**src/sv/udpenc_pkg.sv**
```systemverilog
// Shared types, constants and the ones'-complement fold for the UDP header
// checksum unit. No dependencies.
`timescale 1ns / 1ps

package udpenc_pkg;

  localparam int unsigned ByteW   = 8;
  localparam int unsigned PortW   = 16;
  localparam int unsigned CountW  = 17;
  localparam int unsigned SumW    = 19;  // six 16-bit terms fit in 19 bits
  localparam int unsigned CfgIdxW = 2;

  localparam logic [PortW-1:0]  DefaultPort = 16'd1234;
  localparam logic [CountW-1:0] CountMax    = '1;
  localparam logic [PortW-1:0]  HeaderBytes = 16'd8;

  // Configuration register indexes
  typedef enum logic [CfgIdxW-1:0] {
    CFG_SRC_PORT = 2'd0,
    CFG_DST_PORT = 2'd1,
    CFG_CKS_EN   = 2'd2
  } cfg_idx_e;

  // One input beat
  typedef struct packed {
    logic [ByteW-1:0] payload_byte;
    logic             byte_present;
    logic             end_of_packet;
  } item_t;

  // Live configuration
  typedef struct packed {
    logic [PortW-1:0] src_port;
    logic [PortW-1:0] dst_port;
    logic             cks_en;
  } cfg_t;

  // One header result
  typedef struct packed {
    logic [PortW-1:0] src_port;
    logic [PortW-1:0] dst_port;
    logic [PortW-1:0] udp_len;
    logic [PortW-1:0] cks;
    logic             len_ovf;
  } hdr_t;

  // Fold a wide sum of 16-bit words into a 16-bit ones'-complement sum
  function automatic logic [PortW-1:0] oc_fold(input logic [SumW-1:0] s);
    logic [PortW:0] t;
    t = {1'b0, s[PortW-1:0]} + {{(PortW + 1 - (SumW - PortW)){1'b0}}, s[SumW-1:PortW]};
    return t[PortW-1:0] + {{(PortW-1){1'b0}}, t[PortW]};
  endfunction

endpackage

```
**src/sv/udpenc_if.sv**
```systemverilog
// Channel interfaces of the UDP header checksum unit: payload in, header
// out and configuration writes. Depends on udpenc_pkg.
`timescale 1ns / 1ps

interface udpenc_in_if;
  logic                          valid;
  logic                          ready;
  logic [udpenc_pkg::ByteW-1:0]  payload_byte;
  logic                          byte_present;
  logic                          end_of_packet;

  modport source (output valid, payload_byte, byte_present, end_of_packet, input ready);
  modport sink   (input valid, payload_byte, byte_present, end_of_packet, output ready);
endinterface

interface udpenc_out_if;
  logic                          valid;
  logic                          ready;
  logic [udpenc_pkg::PortW-1:0]  header_source_port;
  logic [udpenc_pkg::PortW-1:0]  header_destination_port;
  logic [udpenc_pkg::PortW-1:0]  udp_length;
  logic [udpenc_pkg::PortW-1:0]  header_checksum;
  logic                          length_overflow;

  modport source (output valid, header_source_port, header_destination_port, udp_length,
                  header_checksum, length_overflow, input ready);
  modport sink   (input valid, header_source_port, header_destination_port, udp_length,
                  header_checksum, length_overflow, output ready);
endinterface

interface udpenc_cfg_if;
  logic                           valid;
  logic                           ready;
  logic [udpenc_pkg::CfgIdxW-1:0] reg_index;
  logic [udpenc_pkg::PortW-1:0]   write_data;

  modport source (output valid, reg_index, write_data, input ready);
  modport sink   (input valid, reg_index, write_data, output ready);
endinterface

```
**src/sv/udpenc_acc.sv**
```systemverilog
// Per-packet accumulator: running ones'-complement sum, odd byte and byte
// count, plus the header computed from the beat being retired. Uses udpenc_pkg.
`timescale 1ns / 1ps

module udpenc_acc (
  input  logic               clk_i,
  input  logic               rst_ni,
  input  udpenc_pkg::item_t  item_i,
  input  logic               adv_i,
  input  udpenc_pkg::cfg_t   cfg_i,
  output udpenc_pkg::hdr_t   hdr_o
);

  logic [udpenc_pkg::PortW-1:0]  sum_q, sum_d;
  logic [udpenc_pkg::ByteW-1:0]  held_q, held_d;
  logic                          odd_q, odd_d;
  logic [udpenc_pkg::CountW-1:0] count_q, count_d;

  logic                          pair_done;
  logic [udpenc_pkg::PortW-1:0]  pair_word;
  logic [udpenc_pkg::PortW-1:0]  pad_word;
  logic [udpenc_pkg::CountW:0]   total_len;
  logic                          len_ovf;
  logic [udpenc_pkg::PortW-1:0]  udp_len;
  logic [udpenc_pkg::SumW-1:0]   hdr_sum;
  logic [udpenc_pkg::PortW-1:0]  hdr_fold;

  // Advance pair and count state with this beat
  always_comb begin
    pair_done = item_i.byte_present && odd_q;
    pair_word = pair_done ? {held_q, item_i.payload_byte} : '0;
    sum_d     = pair_done ? udpenc_pkg::oc_fold({3'b000, sum_q} + {3'b000, pair_word}) : sum_q;
    if (item_i.byte_present) begin
      odd_d  = ~odd_q;
      held_d = odd_q ? '0 : item_i.payload_byte;
    end else begin
      odd_d  = odd_q;
      held_d = held_q;
    end
    if (item_i.byte_present && (count_q != udpenc_pkg::CountMax)) begin
      count_d = count_q + {{(udpenc_pkg::CountW-1){1'b0}}, 1'b1};
    end else begin
      count_d = count_q;
    end
  end

  // Saturate the length field
  always_comb begin
    total_len = {1'b0, count_d} + {{(udpenc_pkg::CountW + 1 - udpenc_pkg::PortW){1'b0}},
                                   udpenc_pkg::HeaderBytes};
    len_ovf   = |total_len[udpenc_pkg::CountW:udpenc_pkg::PortW];
    udp_len   = len_ovf ? '1 : total_len[udpenc_pkg::PortW-1:0];
  end

  // Sum header and payload words in one wide add, then fold
  always_comb begin
    pad_word = odd_d ? {held_d, {udpenc_pkg::ByteW{1'b0}}} : '0;
    hdr_sum  = {3'b000, sum_q} + {3'b000, pair_word} + {3'b000, pad_word}
             + {3'b000, cfg_i.src_port} + {3'b000, cfg_i.dst_port} + {3'b000, udp_len};
    hdr_fold = udpenc_pkg::oc_fold(hdr_sum);

    hdr_o.src_port = cfg_i.src_port;
    hdr_o.dst_port = cfg_i.dst_port;
    hdr_o.udp_len  = udp_len;
    hdr_o.cks      = cfg_i.cks_en ? ~hdr_fold : '0;
    hdr_o.len_ovf  = len_ovf;
  end

  // Hold packet state; clear it when the last beat retires
  always_ff @(posedge clk_i or negedge rst_ni) begin
    if (!rst_ni) begin
      sum_q   <= '0;
      held_q  <= '0;
      odd_q   <= 1'b0;
      count_q <= '0;
    end else if (adv_i) begin
      if (item_i.end_of_packet) begin
        sum_q   <= '0;
        held_q  <= '0;
        odd_q   <= 1'b0;
        count_q <= '0;
      end else begin
        sum_q   <= sum_d;
        held_q  <= held_d;
        odd_q   <= odd_d;
        count_q <= count_d;
      end
    end
  end

endmodule

```
**src/sv/udp_header_checksum_encap_unit.sv**
```systemverilog
// Top level of the UDP header checksum unit: input register, accumulator,
// header output register and configuration registers. Uses udpenc_pkg,
// udpenc_if and udpenc_acc.
`timescale 1ns / 1ps

// Usage
//   pay_i  : one payload beat per handshake (byte, byte_present, end_of_packet).
//            A beat with byte_present low and end_of_packet high closes the
//            packet with the bytes seen so far.
//   hdr_o  : one header beat per packet (ports, length, checksum, overflow flag),
//            produced by the beat that carries end_of_packet.
//   cfg_i  : register writes: 0 source port, 1 destination port, 2 checksum
//            enable; other indexes are ignored. Write only while idle.
// Throughput is one payload beat per cycle, except while an end-of-packet beat
// waits in the input register for a stalled header to drain.
// An accepted beat waits in the input register until it retires into the
// accumulator; the end-of-packet beat loads the header output register as it retires.
// Reset clears the packet state and both valid flags and loads port 1234 into
// both port registers with the checksum enabled.
// While hdr_o stalls, non-final beats keep flowing; an end-of-packet beat
// waits in the input register and pay_i.ready drops until the header drains.

module udp_header_checksum_encap_unit (
  input  logic              clk_i,
  input  logic              rst_ni,
  udpenc_in_if.sink         pay_i,
  udpenc_out_if.source      hdr_o,
  udpenc_cfg_if.sink        cfg_i
);

  logic              s1_valid_q;
  udpenc_pkg::item_t s1_item_q;
  logic              out_valid_q;
  udpenc_pkg::hdr_t  out_hdr_q;
  udpenc_pkg::cfg_t  cfg_q;

  udpenc_pkg::hdr_t  hdr_d;
  logic              out_free;
  logic              s1_adv;
  logic              hdr_load;
  logic              in_ready;

  // Handshake control
  assign out_free = !out_valid_q || hdr_o.ready;
  assign s1_adv   = s1_valid_q && (!s1_item_q.end_of_packet || out_free);
  assign hdr_load = s1_adv && s1_item_q.end_of_packet;
  assign in_ready = !s1_valid_q || s1_adv;

  assign pay_i.ready = in_ready;
  assign cfg_i.ready = 1'b1;

  // Capture input beat
  always_ff @(posedge clk_i or negedge rst_ni) begin
    if (!rst_ni) begin
      s1_valid_q <= 1'b0;
    end else if (in_ready) begin
      s1_valid_q <= pay_i.valid;
    end
  end

  always_ff @(posedge clk_i) begin
    if (in_ready && pay_i.valid) begin
      s1_item_q.payload_byte  <= pay_i.payload_byte;
      s1_item_q.byte_present  <= pay_i.byte_present;
      s1_item_q.end_of_packet <= pay_i.end_of_packet;
    end
  end

  // Packet accumulator
  udpenc_acc u_acc (
    .clk_i  (clk_i),
    .rst_ni (rst_ni),
    .item_i (s1_item_q),
    .adv_i  (s1_adv),
    .cfg_i  (cfg_q),
    .hdr_o  (hdr_d)
  );

  // Header output register
  always_ff @(posedge clk_i or negedge rst_ni) begin
    if (!rst_ni) begin
      out_valid_q <= 1'b0;
    end else if (out_free) begin
      out_valid_q <= hdr_load;
    end
  end

  always_ff @(posedge clk_i) begin
    if (hdr_load) begin
      out_hdr_q <= hdr_d;
    end
  end

  assign hdr_o.valid                   = out_valid_q;
  assign hdr_o.header_source_port      = out_hdr_q.src_port;
  assign hdr_o.header_destination_port = out_hdr_q.dst_port;
  assign hdr_o.udp_length              = out_hdr_q.udp_len;
  assign hdr_o.header_checksum         = out_hdr_q.cks;
  assign hdr_o.length_overflow         = out_hdr_q.len_ovf;

  // Configuration registers
  always_ff @(posedge clk_i or negedge rst_ni) begin
    if (!rst_ni) begin
      cfg_q.src_port <= udpenc_pkg::DefaultPort;
      cfg_q.dst_port <= udpenc_pkg::DefaultPort;
      cfg_q.cks_en   <= 1'b1;
    end else if (cfg_i.valid) begin
      if (cfg_i.reg_index == udpenc_pkg::CFG_SRC_PORT) begin
        cfg_q.src_port <= cfg_i.write_data;
      end else if (cfg_i.reg_index == udpenc_pkg::CFG_DST_PORT) begin
        cfg_q.dst_port <= cfg_i.write_data;
      end else if (cfg_i.reg_index == udpenc_pkg::CFG_CKS_EN) begin
        cfg_q.cks_en <= cfg_i.write_data[0];
      end
    end
  end

  // Checks
  a_ovf_saturates: assert property (@(posedge clk_i) disable iff (!rst_ni)
    (out_valid_q && out_hdr_q.len_ovf) |-> (out_hdr_q.udp_len == '1))
    else $error("overflowed header without saturated length");

  a_len_min: assert property (@(posedge clk_i) disable iff (!rst_ni)
    out_valid_q |-> (out_hdr_q.udp_len >= udpenc_pkg::HeaderBytes))
    else $error("header length below header size");

  a_cks_off: assert property (@(posedge clk_i) disable iff (!rst_ni)
    (hdr_load && !cfg_q.cks_en) |=> (out_hdr_q.cks == '0))
    else $error("nonzero checksum with checksum disabled");

  a_stall_cause: assert property (@(posedge clk_i) disable iff (!rst_ni)
    !in_ready |-> (s1_valid_q && s1_item_q.end_of_packet && out_valid_q && !hdr_o.ready))
    else $error("input stalled without a blocked header");

endmodule
```
**src/flat_wrapper.sv**
```systemverilog
// flat-port wrapper written by rule: the top's interface ports become plain ports
module udp_header_checksum_encap_unit_flat 
  (clk_i, rst_ni, pay_i_valid, pay_i_payload_byte, pay_i_byte_present, pay_i_end_of_packet, pay_i_ready, hdr_o_valid, hdr_o_header_source_port, hdr_o_header_destination_port, hdr_o_udp_length, hdr_o_header_checksum, hdr_o_length_overflow, hdr_o_ready, cfg_i_valid, cfg_i_reg_index, cfg_i_write_data, cfg_i_ready);
  udpenc_in_if pay_i_i ();
  udpenc_out_if hdr_o_i ();
  udpenc_cfg_if cfg_i_i ();
  input  logic clk_i;
  input  logic rst_ni;
  input wire logic [$bits(pay_i_i.valid)-1:0] pay_i_valid;
  input wire logic [$bits(pay_i_i.payload_byte)-1:0] pay_i_payload_byte;
  input wire logic [$bits(pay_i_i.byte_present)-1:0] pay_i_byte_present;
  input wire logic [$bits(pay_i_i.end_of_packet)-1:0] pay_i_end_of_packet;
  output wire logic [$bits(pay_i_i.ready)-1:0] pay_i_ready;
  output wire logic [$bits(hdr_o_i.valid)-1:0] hdr_o_valid;
  output wire logic [$bits(hdr_o_i.header_source_port)-1:0] hdr_o_header_source_port;
  output wire logic [$bits(hdr_o_i.header_destination_port)-1:0] hdr_o_header_destination_port;
  output wire logic [$bits(hdr_o_i.udp_length)-1:0] hdr_o_udp_length;
  output wire logic [$bits(hdr_o_i.header_checksum)-1:0] hdr_o_header_checksum;
  output wire logic [$bits(hdr_o_i.length_overflow)-1:0] hdr_o_length_overflow;
  input wire logic [$bits(hdr_o_i.ready)-1:0] hdr_o_ready;
  input wire logic [$bits(cfg_i_i.valid)-1:0] cfg_i_valid;
  input wire logic [$bits(cfg_i_i.reg_index)-1:0] cfg_i_reg_index;
  input wire logic [$bits(cfg_i_i.write_data)-1:0] cfg_i_write_data;
  output wire logic [$bits(cfg_i_i.ready)-1:0] cfg_i_ready;
  assign pay_i_i.valid = pay_i_valid;
  assign pay_i_i.payload_byte = pay_i_payload_byte;
  assign pay_i_i.byte_present = pay_i_byte_present;
  assign pay_i_i.end_of_packet = pay_i_end_of_packet;
  assign pay_i_ready = pay_i_i.ready;
  assign hdr_o_valid = hdr_o_i.valid;
  assign hdr_o_header_source_port = hdr_o_i.header_source_port;
  assign hdr_o_header_destination_port = hdr_o_i.header_destination_port;
  assign hdr_o_udp_length = hdr_o_i.udp_length;
  assign hdr_o_header_checksum = hdr_o_i.header_checksum;
  assign hdr_o_length_overflow = hdr_o_i.length_overflow;
  assign hdr_o_i.ready = hdr_o_ready;
  assign cfg_i_i.valid = cfg_i_valid;
  assign cfg_i_i.reg_index = cfg_i_reg_index;
  assign cfg_i_i.write_data = cfg_i_write_data;
  assign cfg_i_ready = cfg_i_i.ready;
  udp_header_checksum_encap_unit u_core (.clk_i(clk_i), .rst_ni(rst_ni), .pay_i(pay_i_i), .hdr_o(hdr_o_i), .cfg_i(cfg_i_i));
endmodule
```
**config.mk**
```make
export PLATFORM = sky130hd
export DESIGN_NAME = udp_header_checksum_encap_unit_flat
export DESIGN_NICKNAME = d
export VERILOG_FILES = /design/src/sv/udpenc_pkg.sv /design/src/sv/udpenc_if.sv /design/src/sv/udpenc_acc.sv /design/src/sv/udp_header_checksum_encap_unit.sv /design/src/flat_wrapper.sv
export SDC_FILE = /design/constraint.sdc
export NUM_CORES = 1
export LEC_CHECK = 0
export BUFFER_PORTS_ARGS = -buffer_cell sky130_fd_sc_hd__buf_2
export CAP_MARGIN = 20
export CORE_MARGIN = 10
export CORE_UTILIZATION = 25
export DETAILED_ROUTE_END_ITERATION = 16
export SYNTH_ARGS = -nofsm -noshare
export SYNTH_HDL_FRONTEND = slang
export SYNTH_HIERARCHICAL = 1
export SYNTH_SLANG_ARGS = --single-unit
```
**constraint.sdc**
```tcl
create_clock -name clk_i -period 8.8 [get_ports clk_i]
set_clock_uncertainty 0.2 [all_clocks]
set_input_delay 0.44 -clock clk_i [delete_from_list [all_inputs] [get_ports clk_i]]
set_output_delay 0.44 -clock clk_i [all_outputs]
set_load 0.01 [all_outputs]
```
==> metrics.md <==
| Metric | Value |
|---|---|
| Maxcap violations | 0 |
| LEAKAGE | 5.96 nW |
| Critical Path Source Type | flip-flop |
| CP max stage delay | 0.57 ns |
| CP Class | reg2reg |
| # fillers | 4250 |
| Yosys reg bits | 152 |
| Worst setup margin | -0.00798 ns |
| CTS H-tree depth | 4 |
| Synth cell types | 74 |
| Rows | 75 |
| Root buffer cell | clkbuf_16 |
| Synth-to-Final Area Change | 30.5% |
| Avg WL per Cell | 16.6 um |
| Finish-stage setup viols | 2 |
| Nets | 1421 |
| Simple-gate area share of the yosys netlist | 0.171 |
| Setup total negative slack | -0.0148 ns |
| R2R setup slack | -0.008 ns |
| Vias in the first global route | 8840 |
| GPL Wtd Cong | 0.874 |
| Largest family of logic cells by synthesized area | simple AND/OR/NAND/NOR gates |
| Clk_lat worst skew | 0.44 ns |
| Port Buffer Count | 99 |
| Core Area | 42200 um2 |
| Dpl cells | 1775 |
| Mapped cell area | 10800 um2 |
| RSZ-0062 raised after global routing | true |
| N_diodes | 0 |
| Core Util, Final | 0.332 |
| IO Pins | 101 |
| First-pass GRT wire length | 48600 um |
| Grt total ovfl | 0 |
| VDD IR max | 0.289 mV |
| Die Y | 227 um |
| Drt drc | 0 |
| Min cycle time layout | 8.81 ns |
| Worst Setup SP | u_core/u_acc/count_q[11]$_DFFE_PN0P_ |
| Ys Warns | 6 |
| Synth Area in XOR/XNOR | 0.0603 |
| Synth Area in Adders | 0.144 |
| Proportion of synthesized area in mux cells | 0.0413 |
| GR Util All Layers | 0.119 |
| Maximum clock frequency | 114 MHz |
| EDFF count, synth | 75 |
| Main synth FF type | edfxtp_1 |
| CTS Buffer Depth | 2 |
| Cell Pwr Density | 402 nW/um2 |
| Drt total wl | 30600 um |
| Status | finished with violations |
| Pins Over Slew Limit | 0 |
| Share of layout cells above drive strength 1 | 0.345 |
| Num CTS Buffers | 17 |
| Initial DRC Count | 509 |
| Mapped Cells | 1070 |
| Clock-pin slew on the worst setup and hold paths | 0.07 ns |
| Hold/Removal Path Class | in2reg |
| DIE AREA | 51700 um2 |
| Largest net degree at the start of global routing | 66 |
| Clock sinks | 152 |
| Detailed Routing Iterations Pass 1 | 5 |
| Vias/cell | 4.75 |
| Vias | 8745 |
| Final Cycle Share | 1.00 |
| Sequential area share after synthesis | 0.390 |
| Post-DP Area | 12800 um2 |
| Crit-path max FO | 4 |
| Fin Hold WS | 0.0511 ns |
| Complex-gate fraction of the synthesized area | 0.129 |
| Final Cell Area | 14000 um2 |
| Post-Synthesis Net Count | 1201 |
| Initial antenna violation count | 1 |
| HPWL Detailed | 23700 um |
| Critical Path Slowest Stage Cell | or4_4 |
| Failing checks | negative setup slack |
| Die width | 227 um |
| Reg2reg start | u_core/u_acc/count_q[11]$_DFFE_PN0P_ |
| Total Power | 5.64 mW |
| ANT nets after route | 0 |
| Worst Max-Slew Pin Slew | 1.11 ns |
| Non-filler cells, final | 1842 |
| Syn_area_per_cell | 10.0 um2 |
| Async S/R FF share, synth | 0.507 |
| Hold Crit Start | cfg_i_write_data[5] |
| CP arrival | 8.78 ns |
| Dpl ws | -0.392 ns |
| Worst path required time | 8.77 ns |
| Final Hold Fails | 0 |
| Critical Path End Type | flip-flop |
| CTS tree | built |
| Headroom to the max-slew limit | 0.257 |
| Initial Util | 0.255 |
report_power, final:
group	switching, mW	total (mW)	internal [mW]
Clock	0.325	0.720	0.395
Sequential	0.0661	0.974	0.908
Combinational	2.10	3.95	1.85
Total	2.49	5.64	3.15
flip-flops by register name (all words and copies together) (netlist names):
register	count
u_core/s1_item_q	10
u_core/u_acc/odd_q	1
u_core/hdr_o.header_destination_port	16
u_core/hdr_o.udp_length	16
u_core/s1_valid_q	1
u_core/cfg_q	33
u_core/hdr_o.valid	1
u_core/u_acc/held_q	8
u_core/hdr_o.header_checksum	16
u_core/u_acc/count_q	17
u_core/u_acc/sum_q	16
u_core/hdr_o.length_overflow	1
u_core/hdr_o.header_source_port	16
cell usage after synthesis, drive strengths merged, types with 6 or more instances:
cell type,n,area [um2]
mux2,35,394
dfrtp,66,1650
nor2,68,255
a21oi,64,320
o21a,8,60.1
or3,12,75.1
nand2,72,270
nor3b,6,56.3
nand3,27,135
dfstp,11,289
buf,38,284
nand4,14,87.6
a21o,10,75.1
o311ai,7,76.3
or2,10,62.6
o21ai,51,255
and3,10,62.6
o22ai,19,119
xor2,25,219
nor2b,25,156
a211oi,9,72.6
nor3,28,140
inv,81,304
and2,30,188
ha,55,688
fa,43,861
nor4,7,43.8
nand2b,14,87.6
xnor2,49,429
edfxtp,75,2250
clkbuf,26,97.6
area by class of cell:
cell class,count,area [um2],area share
tap,539,674,0.0481
timing repair buffer,265,1800,0.128
clock buffer,18,429,0.0306
multi-input combinational,773,6500,0.463
inverter,81,307,0.0218
clock inverter,14,138,0.00981
sequential,152,4190,0.299
logic make-up (layout without fill, tap and decap cells):
group                      count (synthesis)  count (layout)
muxes                                     40              40
AOI/OAI and AO/OA                        213             213
DFF                                      152             152
other                                      1               1
buffers and inverters                    145             378
xor gates and xnor gates                  74              74
adders and majority gates                 98              98
and+or+nand+nor                          347             347
cell usage in the layout (no fill, tap or decap), types with 10 or more instances in the layout:
cell type / count
xor2_1: 24
a21oi_2: 11
nor3_1: 20
nand3_1: 25
buf_4: 149
and2_1: 26
a21o_1: 10
edfxtp_1: 75
o21ai_0: 43
ha_1: 37
nand2b_1: 14
o22ai_1: 19
xnor2_1: 41
nor2_1: 61
mux2_2: 35
fa_1: 38
nand4_1: 14
nor2b_1: 21
dfstp_2: 11
clkbuf_16: 17
nand2_1: 68
dfrtp_1: 66
inv_1: 77
buf_2: 98
ha_4: 13
a21oi_1: 53
dlygate4sd3_1: 12
metal layers:
metal / global-route usage / part of all wire / routed length [um]
met3: 0.0261 / 0.050 / 1530
met4: 0.0387 / 0.019 / 568
met2: 0.189 / 0.47 / 14500
met1: 0.158 / 0.46 / 14000
met5: 0 / 0.00042 / 13
repair_timing:
item                                   in CTS  in global routing
endpoints found under the hold margin      28                  0
setup endpoints to repair                   7                 13
hold buffers                               12                  0
resized for setup                          39                 48
buffers inserted                           12                 11
pin swaps                                  37                 28
worst max-delay path: cells and delay by family, from the launching register on:
kind | cells | cell delay (ns)
buffers and inverters | 4 | 0.45
DFF | 1 | 0.37
xor gates and xnor gates | 4 | 0.56
AOI/OAI and AO/OA | 11 | 1.82
and+or+nand+nor | 16 | 3.17
adders and majority gates | 6 | 1.97
path summary, 6_finish.rpt:
check | to | cells after the start
hold / removal | u_core/cfg_q[6]$_DFFE_PN0P_ | 2
hold reg to reg | u_core/hdr_o.header_source_port[2]$_DFFE_PP_ | 0
setup reg to reg | u_core/hdr_o.header_checksum[11]$_DFFE_PP_ | 41
min in group asynchronous | u_core/u_acc/count_q[9]$_DFFE_PN0P_ | 2
setup / recovery | u_core/hdr_o.header_checksum[11]$_DFFE_PP_ | 41
max in group asynchronous | u_core/u_acc/sum_q[1]$_DFFE_PN0P_ | 3
Power figures use the tool's default switching activity.
